--- src/sv/assert_macros.svh ---
// assertion macros used by the top rtl file of the packet framer
// no dependencies; taken in by plain include
`ifndef ASSERT_MACROS_SVH
`define ASSERT_MACROS_SVH

// same-cycle implication, off while reset is low
`define ASSERT_IMPLY(lbl, clk, rst_n, ante, cons, msg) \
    lbl: assert property (@(posedge clk) disable iff (!rst_n) (ante) |-> (cons)) \
        else $error(msg);

// next-cycle implication, off while reset is low
`define ASSERT_NEXT(lbl, clk, rst_n, ante, cons, msg) \
    lbl: assert property (@(posedge clk) disable iff (!rst_n) (ante) |=> (cons)) \
        else $error(msg);

`endif

--- src/sv/mqpf_pkg.sv ---
// shared types, codes and byte constants of the mqtt packet framer
// no dependencies; imported by every module of the block
`default_nettype none

package mqpf_pkg;

    // default depth of the command queue between front and back
    localparam int QUEUE_DEPTH_DEF = 2;

    // stream widths
    localparam int S_TDATA_W = 24;
    localparam int S_TUSER_W = 2;
    localparam int M_TDATA_W = 8;
    localparam int M_TUSER_W = 2;

    // configuration registers
    localparam logic       REG_MAX_LEN   = 1'b0;
    localparam logic       REG_CLIENT_ID = 1'b1;
    localparam logic [15:0] MAX_LEN_RST   = 16'd255;
    localparam logic [47:0] CLIENT_ID_RST = 48'h414243444546;

    // request and packet codes
    localparam logic REQ_BEGIN   = 1'b0;
    localparam logic REQ_PAYLOAD = 1'b1;
    localparam logic PKT_CONNECT = 1'b0;
    localparam logic PKT_PUBLISH = 1'b1;

    // error codes
    localparam logic [1:0] ERR_NONE    = 2'd0;
    localparam logic [1:0] ERR_MAX_LEN = 2'd1;
    localparam logic [1:0] ERR_REM_LEN = 2'd2;

    // command opcodes passed from front to back
    localparam logic [1:0] OP_ERR  = 2'd0;
    localparam logic [1:0] OP_CONN = 2'd1;
    localparam logic [1:0] OP_PUB  = 2'd2;
    localparam logic [1:0] OP_DATA = 2'd3;

    // packet byte constants
    localparam logic [7:0]  HDR_CONNECT   = 8'h10;
    localparam logic [7:0]  HDR_PUBLISH   = 8'h30;
    localparam logic [7:0]  NAME_LEN      = 8'h06;
    localparam logic [47:0] PROTO_NAME    = 48'h4D5149736470;
    localparam logic [7:0]  PROTO_LEVEL   = 8'h03;
    localparam logic [7:0]  CONNECT_FLAGS = 8'hC2;
    localparam logic [7:0]  KEEPALIVE_LO  = 8'h3C;
    localparam logic [7:0]  CLIENT_ID_LEN = 8'h06;

    // fixed byte counts, length prefix included
    localparam logic [4:0] CONN_BODY_LEN = 5'd24;
    localparam logic [4:0] PUB_BODY_LEN  = 5'd4;
    localparam logic [4:0] ONE_BYTE_LEN  = 5'd1;
    localparam logic [4:0] PFX_LEN       = 5'd2;

    // one unit of work for the back sequencer
    typedef struct packed {
        logic [1:0] op;     // opcode
        logic [7:0] data;   // remaining length or payload byte
        logic [7:0] a;      // first field length
        logic [7:0] b;      // second field length
        logic [1:0] err;    // error code on error commands
        logic       pfx;    // append the password length prefix
        logic       last;   // final byte of this command ends the packet
    } t_cmd;

    // queue status seen by both sides
    typedef struct packed {
        logic full;
        logic empty;
    } t_q_stat;

endpackage

`default_nettype wire

--- src/sv/mqtt_packet_framer.sv ---
// MQTT 3.1 CONNECT / PUBLISH packet framer. A begin beat (tuser[0] = 0) gives the
// packet kind and two field lengths; the front checks the packet size against
// max_len and the remaining length against 255 in the cycle it takes the beat,
// then queues one command. The back sequencer plays commands out one byte per
// cycle while the output is not stalled, into a registered output: 4 header
// bytes for PUBLISH, 24 for CONNECT (26 when the username is empty, with the
// password length prefix), one zero byte for an error result. A payload beat
// gives one byte, 3 for the last username byte of a CONNECT. The front takes
// one beat per cycle until the QUEUE_DEPTH-entry command queue fills. Payload
// beats with no packet open are dropped. Configure only while idle.
`default_nettype none
`include "assert_macros.svh"

module mqtt_packet_framer #(
    parameter int QUEUE_DEPTH = mqpf_pkg::QUEUE_DEPTH_DEF
) (
    input  wire logic                            i_clk,
    input  wire logic                            i_rst_n,
    // input stream
    input  wire logic                            i_s_axis_tvalid,
    output logic                                 o_s_axis_tready,
    input  wire logic [mqpf_pkg::S_TDATA_W-1:0]  i_s_axis_tdata,  // first_len, second_len, payload_byte
    input  wire logic [mqpf_pkg::S_TUSER_W-1:0]  i_s_axis_tuser,  // req_type, packet_kind
    // output stream
    output logic                                 o_m_axis_tvalid,
    input  wire logic                            i_m_axis_tready,
    output logic [mqpf_pkg::M_TDATA_W-1:0]       o_m_axis_tdata,  // out_byte
    output logic                                 o_m_axis_tlast,
    output logic [mqpf_pkg::M_TUSER_W-1:0]       o_m_axis_tuser,  // error
    // configuration writes
    input  wire logic                            i_cfg_valid,
    output logic                                 o_cfg_ready,
    input  wire logic                            i_cfg_index,
    input  wire logic [47:0]                     i_cfg_data
);
    import mqpf_pkg::*;

    logic [15:0] r_max_len;
    logic [47:0] r_client_id;
    logic        cfg_write;

    t_cmd    front_cmd;
    t_cmd    queue_cmd;
    t_q_stat q_stat;
    logic    push;
    logic    pop;

    // configuration registers
    assign o_cfg_ready = 1'b1;
    assign cfg_write   = i_cfg_valid && o_cfg_ready;

    always_ff @(posedge i_clk) begin
        if (!i_rst_n) begin
            r_max_len   <= MAX_LEN_RST;
            r_client_id <= CLIENT_ID_RST;
        end else if (cfg_write) begin
            if (i_cfg_index == REG_MAX_LEN) begin
                r_max_len <= i_cfg_data[15:0];
            end else begin
                r_client_id <= i_cfg_data;
            end
        end
    end

    // front: accept and classify
    mqpf_front u_front (
        .i_clk     (i_clk),
        .i_rst_n   (i_rst_n),
        .i_valid   (i_s_axis_tvalid),
        .o_ready   (o_s_axis_tready),
        .i_data    (i_s_axis_tdata),
        .i_user    (i_s_axis_tuser),
        .i_max_len (r_max_len),
        .i_q_stat  (q_stat),
        .o_push    (push),
        .o_cmd     (front_cmd)
    );

    // command queue
    mqpf_fifo #(
        .DEPTH (QUEUE_DEPTH)
    ) u_fifo (
        .i_clk   (i_clk),
        .i_rst_n (i_rst_n),
        .i_push  (push),
        .i_cmd   (front_cmd),
        .i_pop   (pop),
        .o_cmd   (queue_cmd),
        .o_stat  (q_stat)
    );

    // back: byte sequencer and output register
    mqpf_back u_back (
        .i_clk       (i_clk),
        .i_rst_n     (i_rst_n),
        .i_cmd       (queue_cmd),
        .i_q_stat    (q_stat),
        .o_pop       (pop),
        .i_client_id (r_client_id),
        .o_valid     (o_m_axis_tvalid),
        .i_ready     (i_m_axis_tready),
        .o_data      (o_m_axis_tdata),
        .o_last      (o_m_axis_tlast),
        .o_user      (o_m_axis_tuser)
    );

    // checks
    `ASSERT_IMPLY(a_err_beat_shape, i_clk, i_rst_n,
        o_m_axis_tvalid && (o_m_axis_tuser != ERR_NONE),
        o_m_axis_tlast && (o_m_axis_tdata == 8'h00),
        "error beat must be last with a zero byte")
    `ASSERT_IMPLY(a_err_code_known, i_clk, i_rst_n,
        o_m_axis_tvalid,
        (o_m_axis_tuser == ERR_NONE) || (o_m_axis_tuser == ERR_MAX_LEN) ||
        (o_m_axis_tuser == ERR_REM_LEN),
        "unknown error code on output")
    `ASSERT_NEXT(a_max_len_load, i_clk, i_rst_n,
        cfg_write && (i_cfg_index == REG_MAX_LEN),
        r_max_len == $past(i_cfg_data[15:0]),
        "max_len write not applied")

endmodule

`default_nettype wire

--- src/sv/mqpf_fifo.sv ---
// command queue between the framer front and back sequencer
// depends on mqpf_pkg for the command and status types
`default_nettype none

module mqpf_fifo #(
    parameter int DEPTH = mqpf_pkg::QUEUE_DEPTH_DEF
) (
    input  wire logic             i_clk,
    input  wire logic             i_rst_n,
    input  wire logic             i_push,
    input  mqpf_pkg::t_cmd        i_cmd,
    input  wire logic             i_pop,
    output mqpf_pkg::t_cmd        o_cmd,
    output mqpf_pkg::t_q_stat     o_stat
);
    import mqpf_pkg::*;

    localparam int PW = (DEPTH > 1) ? $clog2(DEPTH) : 1;
    localparam int CW = $clog2(DEPTH + 1);

    t_cmd          r_mem [DEPTH];
    logic [PW-1:0] r_wr_ptr, n_wr_ptr;
    logic [PW-1:0] r_rd_ptr, n_rd_ptr;
    logic [CW-1:0] r_count, n_count;
    logic          do_push;
    logic          do_pop;

    assign o_stat.full  = (r_count == CW'(DEPTH));
    assign o_stat.empty = (r_count == '0);
    assign o_cmd        = r_mem[r_rd_ptr];

    assign do_push = i_push && !o_stat.full;
    assign do_pop  = i_pop && !o_stat.empty;

    // pointer and count update
    always_comb begin
        n_wr_ptr = r_wr_ptr;
        n_rd_ptr = r_rd_ptr;
        n_count  = r_count;
        if (do_push) begin
            n_wr_ptr = (r_wr_ptr == PW'(DEPTH - 1)) ? '0 : r_wr_ptr + 1'b1;
        end
        if (do_pop) begin
            n_rd_ptr = (r_rd_ptr == PW'(DEPTH - 1)) ? '0 : r_rd_ptr + 1'b1;
        end
        if (do_push && !do_pop) begin
            n_count = r_count + 1'b1;
        end else if (do_pop && !do_push) begin
            n_count = r_count - 1'b1;
        end
    end

    always_ff @(posedge i_clk) begin
        if (!i_rst_n) begin
            r_wr_ptr <= '0;
            r_rd_ptr <= '0;
            r_count  <= '0;
        end else begin
            r_wr_ptr <= n_wr_ptr;
            r_rd_ptr <= n_rd_ptr;
            r_count  <= n_count;
        end
    end

    // entry storage
    always_ff @(posedge i_clk) begin
        if (do_push) begin
            r_mem[r_wr_ptr] <= i_cmd;
        end
    end

endmodule

`default_nettype wire

--- src/sv/mqpf_front.sv ---
// front of the packet framer: accepts input beats, checks lengths,
// tracks the open packet and queues commands; depends on mqpf_pkg
`default_nettype none

module mqpf_front (
    input  wire logic                            i_clk,
    input  wire logic                            i_rst_n,
    input  wire logic                            i_valid,
    output logic                                 o_ready,
    input  wire logic [mqpf_pkg::S_TDATA_W-1:0]  i_data,  // first_len, second_len, payload_byte
    input  wire logic [mqpf_pkg::S_TUSER_W-1:0]  i_user,  // req_type, packet_kind
    input  wire logic [15:0]                     i_max_len,
    input  mqpf_pkg::t_q_stat                    i_q_stat,
    output logic                                 o_push,
    output mqpf_pkg::t_cmd                       o_cmd
);
    import mqpf_pkg::*;

    // open packet codes
    localparam logic [1:0] KIND_IDLE    = 2'd0;
    localparam logic [1:0] KIND_CONNECT = 2'd1;
    localparam logic [1:0] KIND_PUBLISH = 2'd2;

    logic [1:0] r_open_kind, n_open_kind;
    logic       r_phase, n_phase;
    logic [7:0] r_left, n_left;
    logic [7:0] r_held, n_held;

    logic       accept;
    logic       req;
    logic       kind;
    logic [7:0] first_len;
    logic [7:0] second_len;
    logic [7:0] payload;
    logic [9:0] total;
    logic [9:0] rem;

    assign o_ready    = !i_q_stat.full;
    assign accept     = i_valid && o_ready;
    assign req        = i_user[0];
    assign kind       = i_user[1];
    assign first_len  = i_data[7:0];
    assign second_len = i_data[15:8];
    assign payload    = i_data[23:16];

    // packet size and remaining length
    assign total = {2'b00, first_len} + {2'b00, second_len}
                 + ((kind == PKT_CONNECT) ? 10'd26 : 10'd4);
    assign rem   = total - 10'd2;

    // classify the beat and build its command
    always_comb begin
        n_open_kind = r_open_kind;
        n_phase     = r_phase;
        n_left      = r_left;
        n_held      = r_held;
        o_push      = 1'b0;
        o_cmd       = '0;
        if (accept) begin
            if (req == REQ_BEGIN) begin
                o_push = 1'b1;
                if ({6'd0, total} > i_max_len || total > 10'd257) begin
                    // length error: one error result, packet closed
                    o_cmd.op    = OP_ERR;
                    o_cmd.err   = ({6'd0, total} > i_max_len) ? ERR_MAX_LEN : ERR_REM_LEN;
                    o_cmd.last  = 1'b1;
                    n_open_kind = KIND_IDLE;
                    n_phase     = 1'b0;
                    n_left      = '0;
                    n_held      = '0;
                end else begin
                    o_cmd.op   = (kind == PKT_CONNECT) ? OP_CONN : OP_PUB;
                    o_cmd.data = rem[7:0];
                    o_cmd.a    = first_len;
                    o_cmd.b    = second_len;
                    o_cmd.pfx  = (kind == PKT_CONNECT) && (first_len == '0);
                    o_cmd.last = (first_len == '0) && (second_len == '0);
                    n_open_kind = (kind == PKT_CONNECT) ? KIND_CONNECT : KIND_PUBLISH;
                    n_held      = second_len;
                    if (first_len != '0) begin
                        n_phase = 1'b0;
                        n_left  = first_len;
                    end else if (second_len != '0) begin
                        n_phase = 1'b1;
                        n_left  = second_len;
                    end else begin
                        n_open_kind = KIND_IDLE;
                        n_phase     = 1'b0;
                        n_left      = '0;
                        n_held      = '0;
                    end
                end
            end else if (r_open_kind != KIND_IDLE) begin
                // payload byte of the open packet
                o_push     = 1'b1;
                o_cmd.op   = OP_DATA;
                o_cmd.data = payload;
                o_cmd.b    = r_held;
                if (r_left <= 8'd1) begin
                    n_left = '0;
                    if (!r_phase && r_held != '0) begin
                        o_cmd.pfx = (r_open_kind == KIND_CONNECT);
                        n_phase   = 1'b1;
                        n_left    = r_held;
                    end else begin
                        o_cmd.pfx   = !r_phase && (r_open_kind == KIND_CONNECT);
                        o_cmd.last  = 1'b1;
                        n_open_kind = KIND_IDLE;
                        n_phase     = 1'b0;
                        n_held      = '0;
                    end
                end else begin
                    n_left = r_left - 8'd1;
                end
            end
        end
    end

    always_ff @(posedge i_clk) begin
        if (!i_rst_n) begin
            r_open_kind <= KIND_IDLE;
            r_phase     <= 1'b0;
            r_left      <= '0;
            r_held      <= '0;
        end else begin
            r_open_kind <= n_open_kind;
            r_phase     <= n_phase;
            r_left      <= n_left;
            r_held      <= n_held;
        end
    end

endmodule

`default_nettype wire

--- src/sv/mqpf_back.sv ---
// back of the packet framer: expands queued commands into output bytes,
// one byte per cycle while the output is not stalled, into an output register; depends on mqpf_pkg
`default_nettype none

module mqpf_back (
    input  wire logic                            i_clk,
    input  wire logic                            i_rst_n,
    input  mqpf_pkg::t_cmd                       i_cmd,
    input  mqpf_pkg::t_q_stat                    i_q_stat,
    output logic                                 o_pop,
    input  wire logic [47:0]                     i_client_id,
    output logic                                 o_valid,
    input  wire logic                            i_ready,
    output logic [mqpf_pkg::M_TDATA_W-1:0]       o_data,  // out_byte
    output logic                                 o_last,
    output logic [mqpf_pkg::M_TUSER_W-1:0]       o_user   // error
);
    import mqpf_pkg::*;

    t_cmd       r_cmd;
    logic       r_busy;
    logic [4:0] r_step;
    logic       r_out_valid;
    logic [7:0] r_out_byte;
    logic       r_out_last;
    logic [1:0] r_out_err;

    logic [4:0] body_len;
    logic [4:0] cmd_len;
    logic [7:0] body_byte;
    logic [7:0] cur_byte;
    logic       slot_free;
    logic       emit;
    logic       is_final;

    assign slot_free = !r_out_valid || i_ready;
    assign emit      = r_busy && slot_free;
    assign cmd_len   = body_len + (r_cmd.pfx ? PFX_LEN : 5'd0);
    assign is_final  = (r_step == cmd_len - 5'd1);
    assign o_pop     = !i_q_stat.empty && (!r_busy || (emit && is_final));

    // byte at the current step of the command
    always_comb begin
        body_byte = 8'h00;
        body_len  = ONE_BYTE_LEN;
        unique case (r_cmd.op)
            OP_CONN: begin
                body_len = CONN_BODY_LEN;
                unique case (r_step)
                    5'd0:    body_byte = HDR_CONNECT;
                    5'd1:    body_byte = r_cmd.data;
                    5'd3:    body_byte = NAME_LEN;
                    5'd4:    body_byte = PROTO_NAME[47:40];
                    5'd5:    body_byte = PROTO_NAME[39:32];
                    5'd6:    body_byte = PROTO_NAME[31:24];
                    5'd7:    body_byte = PROTO_NAME[23:16];
                    5'd8:    body_byte = PROTO_NAME[15:8];
                    5'd9:    body_byte = PROTO_NAME[7:0];
                    5'd10:   body_byte = PROTO_LEVEL;
                    5'd11:   body_byte = CONNECT_FLAGS;
                    5'd13:   body_byte = KEEPALIVE_LO;
                    5'd15:   body_byte = CLIENT_ID_LEN;
                    5'd16:   body_byte = i_client_id[47:40];
                    5'd17:   body_byte = i_client_id[39:32];
                    5'd18:   body_byte = i_client_id[31:24];
                    5'd19:   body_byte = i_client_id[23:16];
                    5'd20:   body_byte = i_client_id[15:8];
                    5'd21:   body_byte = i_client_id[7:0];
                    5'd23:   body_byte = r_cmd.a;
                    default: body_byte = 8'h00;
                endcase
            end
            OP_PUB: begin
                body_len = PUB_BODY_LEN;
                unique case (r_step)
                    5'd0:    body_byte = HDR_PUBLISH;
                    5'd1:    body_byte = r_cmd.data;
                    5'd3:    body_byte = r_cmd.a;
                    default: body_byte = 8'h00;
                endcase
            end
            OP_DATA: begin
                body_byte = r_cmd.data;
            end
            default: begin
                body_byte = 8'h00;
            end
        endcase
    end

    // password length prefix follows the body
    always_comb begin
        if (r_step == body_len + 5'd1) begin
            cur_byte = r_cmd.b;
        end else if (r_step == body_len) begin
            cur_byte = 8'h00;
        end else begin
            cur_byte = body_byte;
        end
    end

    // command sequencing
    always_ff @(posedge i_clk) begin
        if (!i_rst_n) begin
            r_busy <= 1'b0;
            r_step <= '0;
        end else if (o_pop) begin
            r_busy <= 1'b1;
            r_step <= '0;
        end else if (emit && is_final) begin
            r_busy <= 1'b0;
        end else if (emit) begin
            r_step <= r_step + 5'd1;
        end
    end

    always_ff @(posedge i_clk) begin
        if (o_pop) begin
            r_cmd <= i_cmd;
        end
    end

    // output register
    always_ff @(posedge i_clk) begin
        if (!i_rst_n) begin
            r_out_valid <= 1'b0;
        end else if (emit) begin
            r_out_valid <= 1'b1;
        end else if (i_ready) begin
            r_out_valid <= 1'b0;
        end
    end

    always_ff @(posedge i_clk) begin
        if (emit) begin
            r_out_byte <= cur_byte;
            r_out_last <= is_final && r_cmd.last;
            r_out_err  <= (r_cmd.op == OP_ERR) ? r_cmd.err : ERR_NONE;
        end
    end

    assign o_valid = r_out_valid;
    assign o_data  = r_out_byte;
    assign o_last  = r_out_last;
    assign o_user  = r_out_err;

endmodule

`default_nettype wire

--- config.mk ---
export PLATFORM = sky130hd
export DESIGN_NAME = mqtt_packet_framer
export DESIGN_NICKNAME = d
export VERILOG_FILES = /design/src/sv/mqpf_pkg.sv /design/src/sv/mqtt_packet_framer.sv /design/src/sv/mqpf_fifo.sv /design/src/sv/mqpf_front.sv /design/src/sv/mqpf_back.sv
export VERILOG_INCLUDE_DIRS = /design/src /design/src/sv
export SDC_FILE = /design/constraint.sdc
export NUM_CORES = 1
export LEC_CHECK = 0
export ABC_AREA = 1
export BUFFER_PORTS_ARGS = -buffer_cell sky130_fd_sc_hd__buf_2
export CORE_MARGIN = 1
export CORE_UTILIZATION = 30
export CTS_CLUSTER_DIAMETER = 60
export DETAILED_ROUTE_END_ITERATION = 10
export SYNTH_ARGS = -nofsm -noshare
export SYNTH_HDL_FRONTEND = slang
export SYNTH_SLANG_ARGS = --single-unit
--- constraint.sdc ---
create_clock -name i_clk -period 3.7 [get_ports i_clk]
set_input_delay 0.555 -clock i_clk [delete_from_list [all_inputs] [get_ports i_clk]]
set_output_delay 0.555 -clock i_clk [all_outputs]
set_load 0.02 [all_outputs]
==> flow_summary_export.csv <==
group,metric,value,unit
placement,dp.cells,1728,
floorplanning,die-area,0.0337,mm^2
detailed_routing,avgViaCountPerCell,4.79,
synth,synth_nets,1310,
placement,dpl_cell_area,0.0111,mm^2
floorplanning,io_pins,94,
sta,fmax,0.290,GHz
sta,finalMaxSlewViolations,0,
critical_path,cp_data_arrival_time,3.70,ns
synth,ys.warnings.count,0,
global_route,grt.overflow.total,0,
placement,dp_hpwl,19.8,mm
synth,synth_seq_cells,195,
power,power_frac_comb,0.329,
layout,drive_gt1_frac,0.166,
sta,setup_viol,0,
synth,synth_commonest_cells,"nand2_1, inv_1, nor2_1",
synth,synth_cells,1191,
sta,tns,0,ns
synth,seq_area_frac_synth,0.497,
floorplanning,dieHeight,184,um
synth,synth.area.top_cells,"edfxtp_1, dfxtp_1, nand2_1",
sta,layout_setup_ws,0.250,ns
clock_network,htree_levels,4,
synth,yosys.cell_types.count,57,
global_route,antenna_found_initial,0,
detailed_routing,wl_per_cell,15.0,um
run,drv_cap,0,
power,power.leakage,5.12,nW
synth,async_flop_share,0,
critical_path,cpMostUsedCell,"nand2_1",
detailed_routing,drc_errors,1,
global_route,grtUsageTotal,0.160,
detailed_routing,drtAntennaViolNets,0,
placement,port-buffer-count,92,
synth,synth_edf_count,101,
floorplanning,rows,66,
critical_path,cp_slowest_cell,"fa_1",
layout,n_antenna_cell,0,
detailed_routing,first_pass_iters,8,
sta,fin_crit,3.45,ns
power,netSwitchingFraction,0.357,
power,intPower,4.71,mW
power,pwr-share-seq,0.409,
clock_network,cts_root_buf,"clkbuf_16",
clock_network,numCtsBuffers,17,
floorplanning,start_util,0.305,
critical_path,crit_path_cell_trace,"buf_2, buf_4, fa_1, inv_1, ha_1, inv_1, nand2_1, nand3_1, nand2_1, nand2_1, nand2_1, a21oi_2, xor2_1, buf_4, ha_1, and3_1, nand2_1, nand2_1, nand2_2, nand2_4, or2_1, a21oi_1",
synth,syn-mean-instance-area,8.30,um^2
critical_path,startpoint_type,"input port",
sta,whs,0.331,ns
synth,synth_top_cell_area_share,0.307,
synth,yosysTopAreaCell,"edfxtp_1",
synth,netlist_area,0.00988,mm^2
clock_network,clock-sinks,195,
clock_network,clk_latency,0.43,ns
detailed_routing,wirelength,26.5,mm
sta,fin_crit_sh,0.932,
outcome,violations,"DRC",
clock_network,clk_pin_slew,0.08,ns
clock_network,cts_tree,"built",
clock_network,cts_hold_buf,0,
global_route,grt_max_degree,64,
sta,worstMarginPinSlew,0.808,ns
placement,place_ws,-0.318,ns
floorplanning,core-area,0.0325,mm^2
layout,fin_area,0.0118,mm^2
detailed_routing,vias,8437,
sta,rsz0062_at_grt,"no",
critical_path,end_kind,"flip-flop",
power,power_density,620,mW/mm^2
floorplanning,die_w,184,um
critical_path,cp.required,3.95,ns
sta,hold_viol,0,
global_route,grt_pass1_wl,42.2,mm
power,clkPwrFrac,0.261,
outcome,status,"finished with violations",
placement,place_congestion,0.905,
synth,synth.most_common_cell,"nand2_1",
critical_path,slowest_delay,0.47,ns
power,peakVddDrop,0.343,mV
critical_path,worstPathMaxFanout,5,
layout,area_growth,19.4,%
worst_hold_path,min_path_type,"in -> reg",
clock_network,cts_buffer_depth,2,
power,power.switching,2.62,mW
sta,slew_headroom,0.461,
critical_path,worstSetupPathType,"in -> reg",
sta,skew,0.00808,ns
synth,yosys_most_used_dff,"edfxtp_1",
layout,layout.nets,1425,
layout,layout.cells.non_filler,1761,
detailed_routing,dr.first_iter.drc_count,630,
global_route,grt_pass1_vias,8102,
worst paths after layout:
| check | start | endpoint | slack (ns) | cells after the start |
|---|---|---|---|---|
| hold / removal | i_cfg_data[40] | r_client_id[40] | 0.33 | 3 |
| setup / recovery | i_s_axis_tuser[1] | u_fifo.r_mem[0][22] | 0.25 | 22 |
| hold reg to reg | r_client_id[23] | r_client_id[23] | 0.46 | 2 |
| setup reg to reg | u_back.r_cmd[29] | u_fifo.r_count[1] | 0.47 | 13 |
through the flow:
stage / power, mW / utilization
final: 7.32 / 0.364
after floorplan: 4.60 / -
after global routing: 7.77 / 0.364
after CTS: 7.33 / 0.360
after detailed placement: 5.41 / 0.341
after global placement: 5.37 / 0.341
cells in the final DEF, fill, tap and decap left out, drive strengths merged, types with 3 or more instances in the layout:
| master | Yosys | layout |
|---|---|---|
| nand2 | 281 | 281 |
| buf | 13 | 144 |
| inv | 138 | 141 |
| nor2 | 126 | 126 |
| edfxtp | 101 | 101 |
| a21oi | 95 | 95 |
| dfxtp | 94 | 94 |
| o21ai | 81 | 81 |
| nand3 | 71 | 71 |
| ha | 34 | 34 |
| clkbuf | 35 | 18 |
| xor2 | 14 | 14 |
| nor3 | 13 | 13 |
| nand4 | 12 | 12 |
| a221oi | 12 | 12 |
| o211ai | 11 | 11 |
| o22ai | 9 | 9 |
| nor4 | 8 | 8 |
| clkinv | 2 | 7 |
| fa | 5 | 5 |
| xnor2 | 4 | 4 |
| a22oi | 4 | 4 |
| a211oi | 4 | 4 |
| and3 | 3 | 3 |
| a32o | 3 | 3 |
| bufinv | 0 | 3 |
| clkinvlp | 0 | 3 |
layout make-up:
cell class / count / area (um^2)
tap: 442 / 553
fill: 3336 / 20700
multi-input combinational: 808 / 4330
clock inverter: 14 / 179
sequential: 195 / 4910
clock buffer: 18 / 429
timing repair buffer: 144 / 862
inverter: 140 / 531
worst max-delay path, delay by kind of cell:
kind	cells	cell delay, ns
compound gates	2	0.34
xor+xnor	1	0.15
fa+ha+maj	3	1.00
buf+inv	5	0.52
simple gates	11	1.14
registers in the layout, summed over array words and instances (netlist names):
name	count
r_client_id	48
r_max_len	16
u_back.o_data	8
u_back.o_last	1
u_back.o_user	2
u_back.o_valid	1
u_back.r_busy	1
u_back.r_cmd	30
u_back.r_step	5
u_fifo.r_count	2
u_fifo.r_mem	60
u_fifo.r_rd_ptr	1
u_fifo.r_wr_ptr	1
u_front.r_held	8
u_front.r_left	8
u_front.r_open_kind	2
u_front.r_phase	1
power by group through the flow:
stage	registers, mW	logic, mW	clock network (mW)
after global placement	3.04	2.33	0
after CTS	3.00	2.37	1.96
after floorplan	3.06	1.54	0
after detailed placement	3.05	2.36	0
final	3.00	2.41	1.91
after global routing	3.04	2.70	2.03
layer usage:
metal / routed length (um) / global-route usage
met1: 12300 / 0.214
met2: 12000 / 0.256
met3: 1400 / 0.0277
met4: 742 / 0.0657
met5: 0 / 0
kinds of logic (layout without fill, tap and decap cells):
logic type / count (synthesis) / after routing / synth area share
xor+xnor: 18 / 18 / 0.0167
buf+inv: 188 / 316 / 0.0748
simple gates: 517 / 517 / 0.219
fa+ha+maj: 39 / 39 / 0.0532
flops: 195 / 195 / 0.497
other cells: 1 / 1 / 0.000379
compound gates: 233 / 233 / 0.139
timing repair:
item	in CTS	in global routing
buffers inserted	0	1
setup endpoints to repair	0	72
gates resized for setup	0	25
Power figures use the tool's default switching activity.
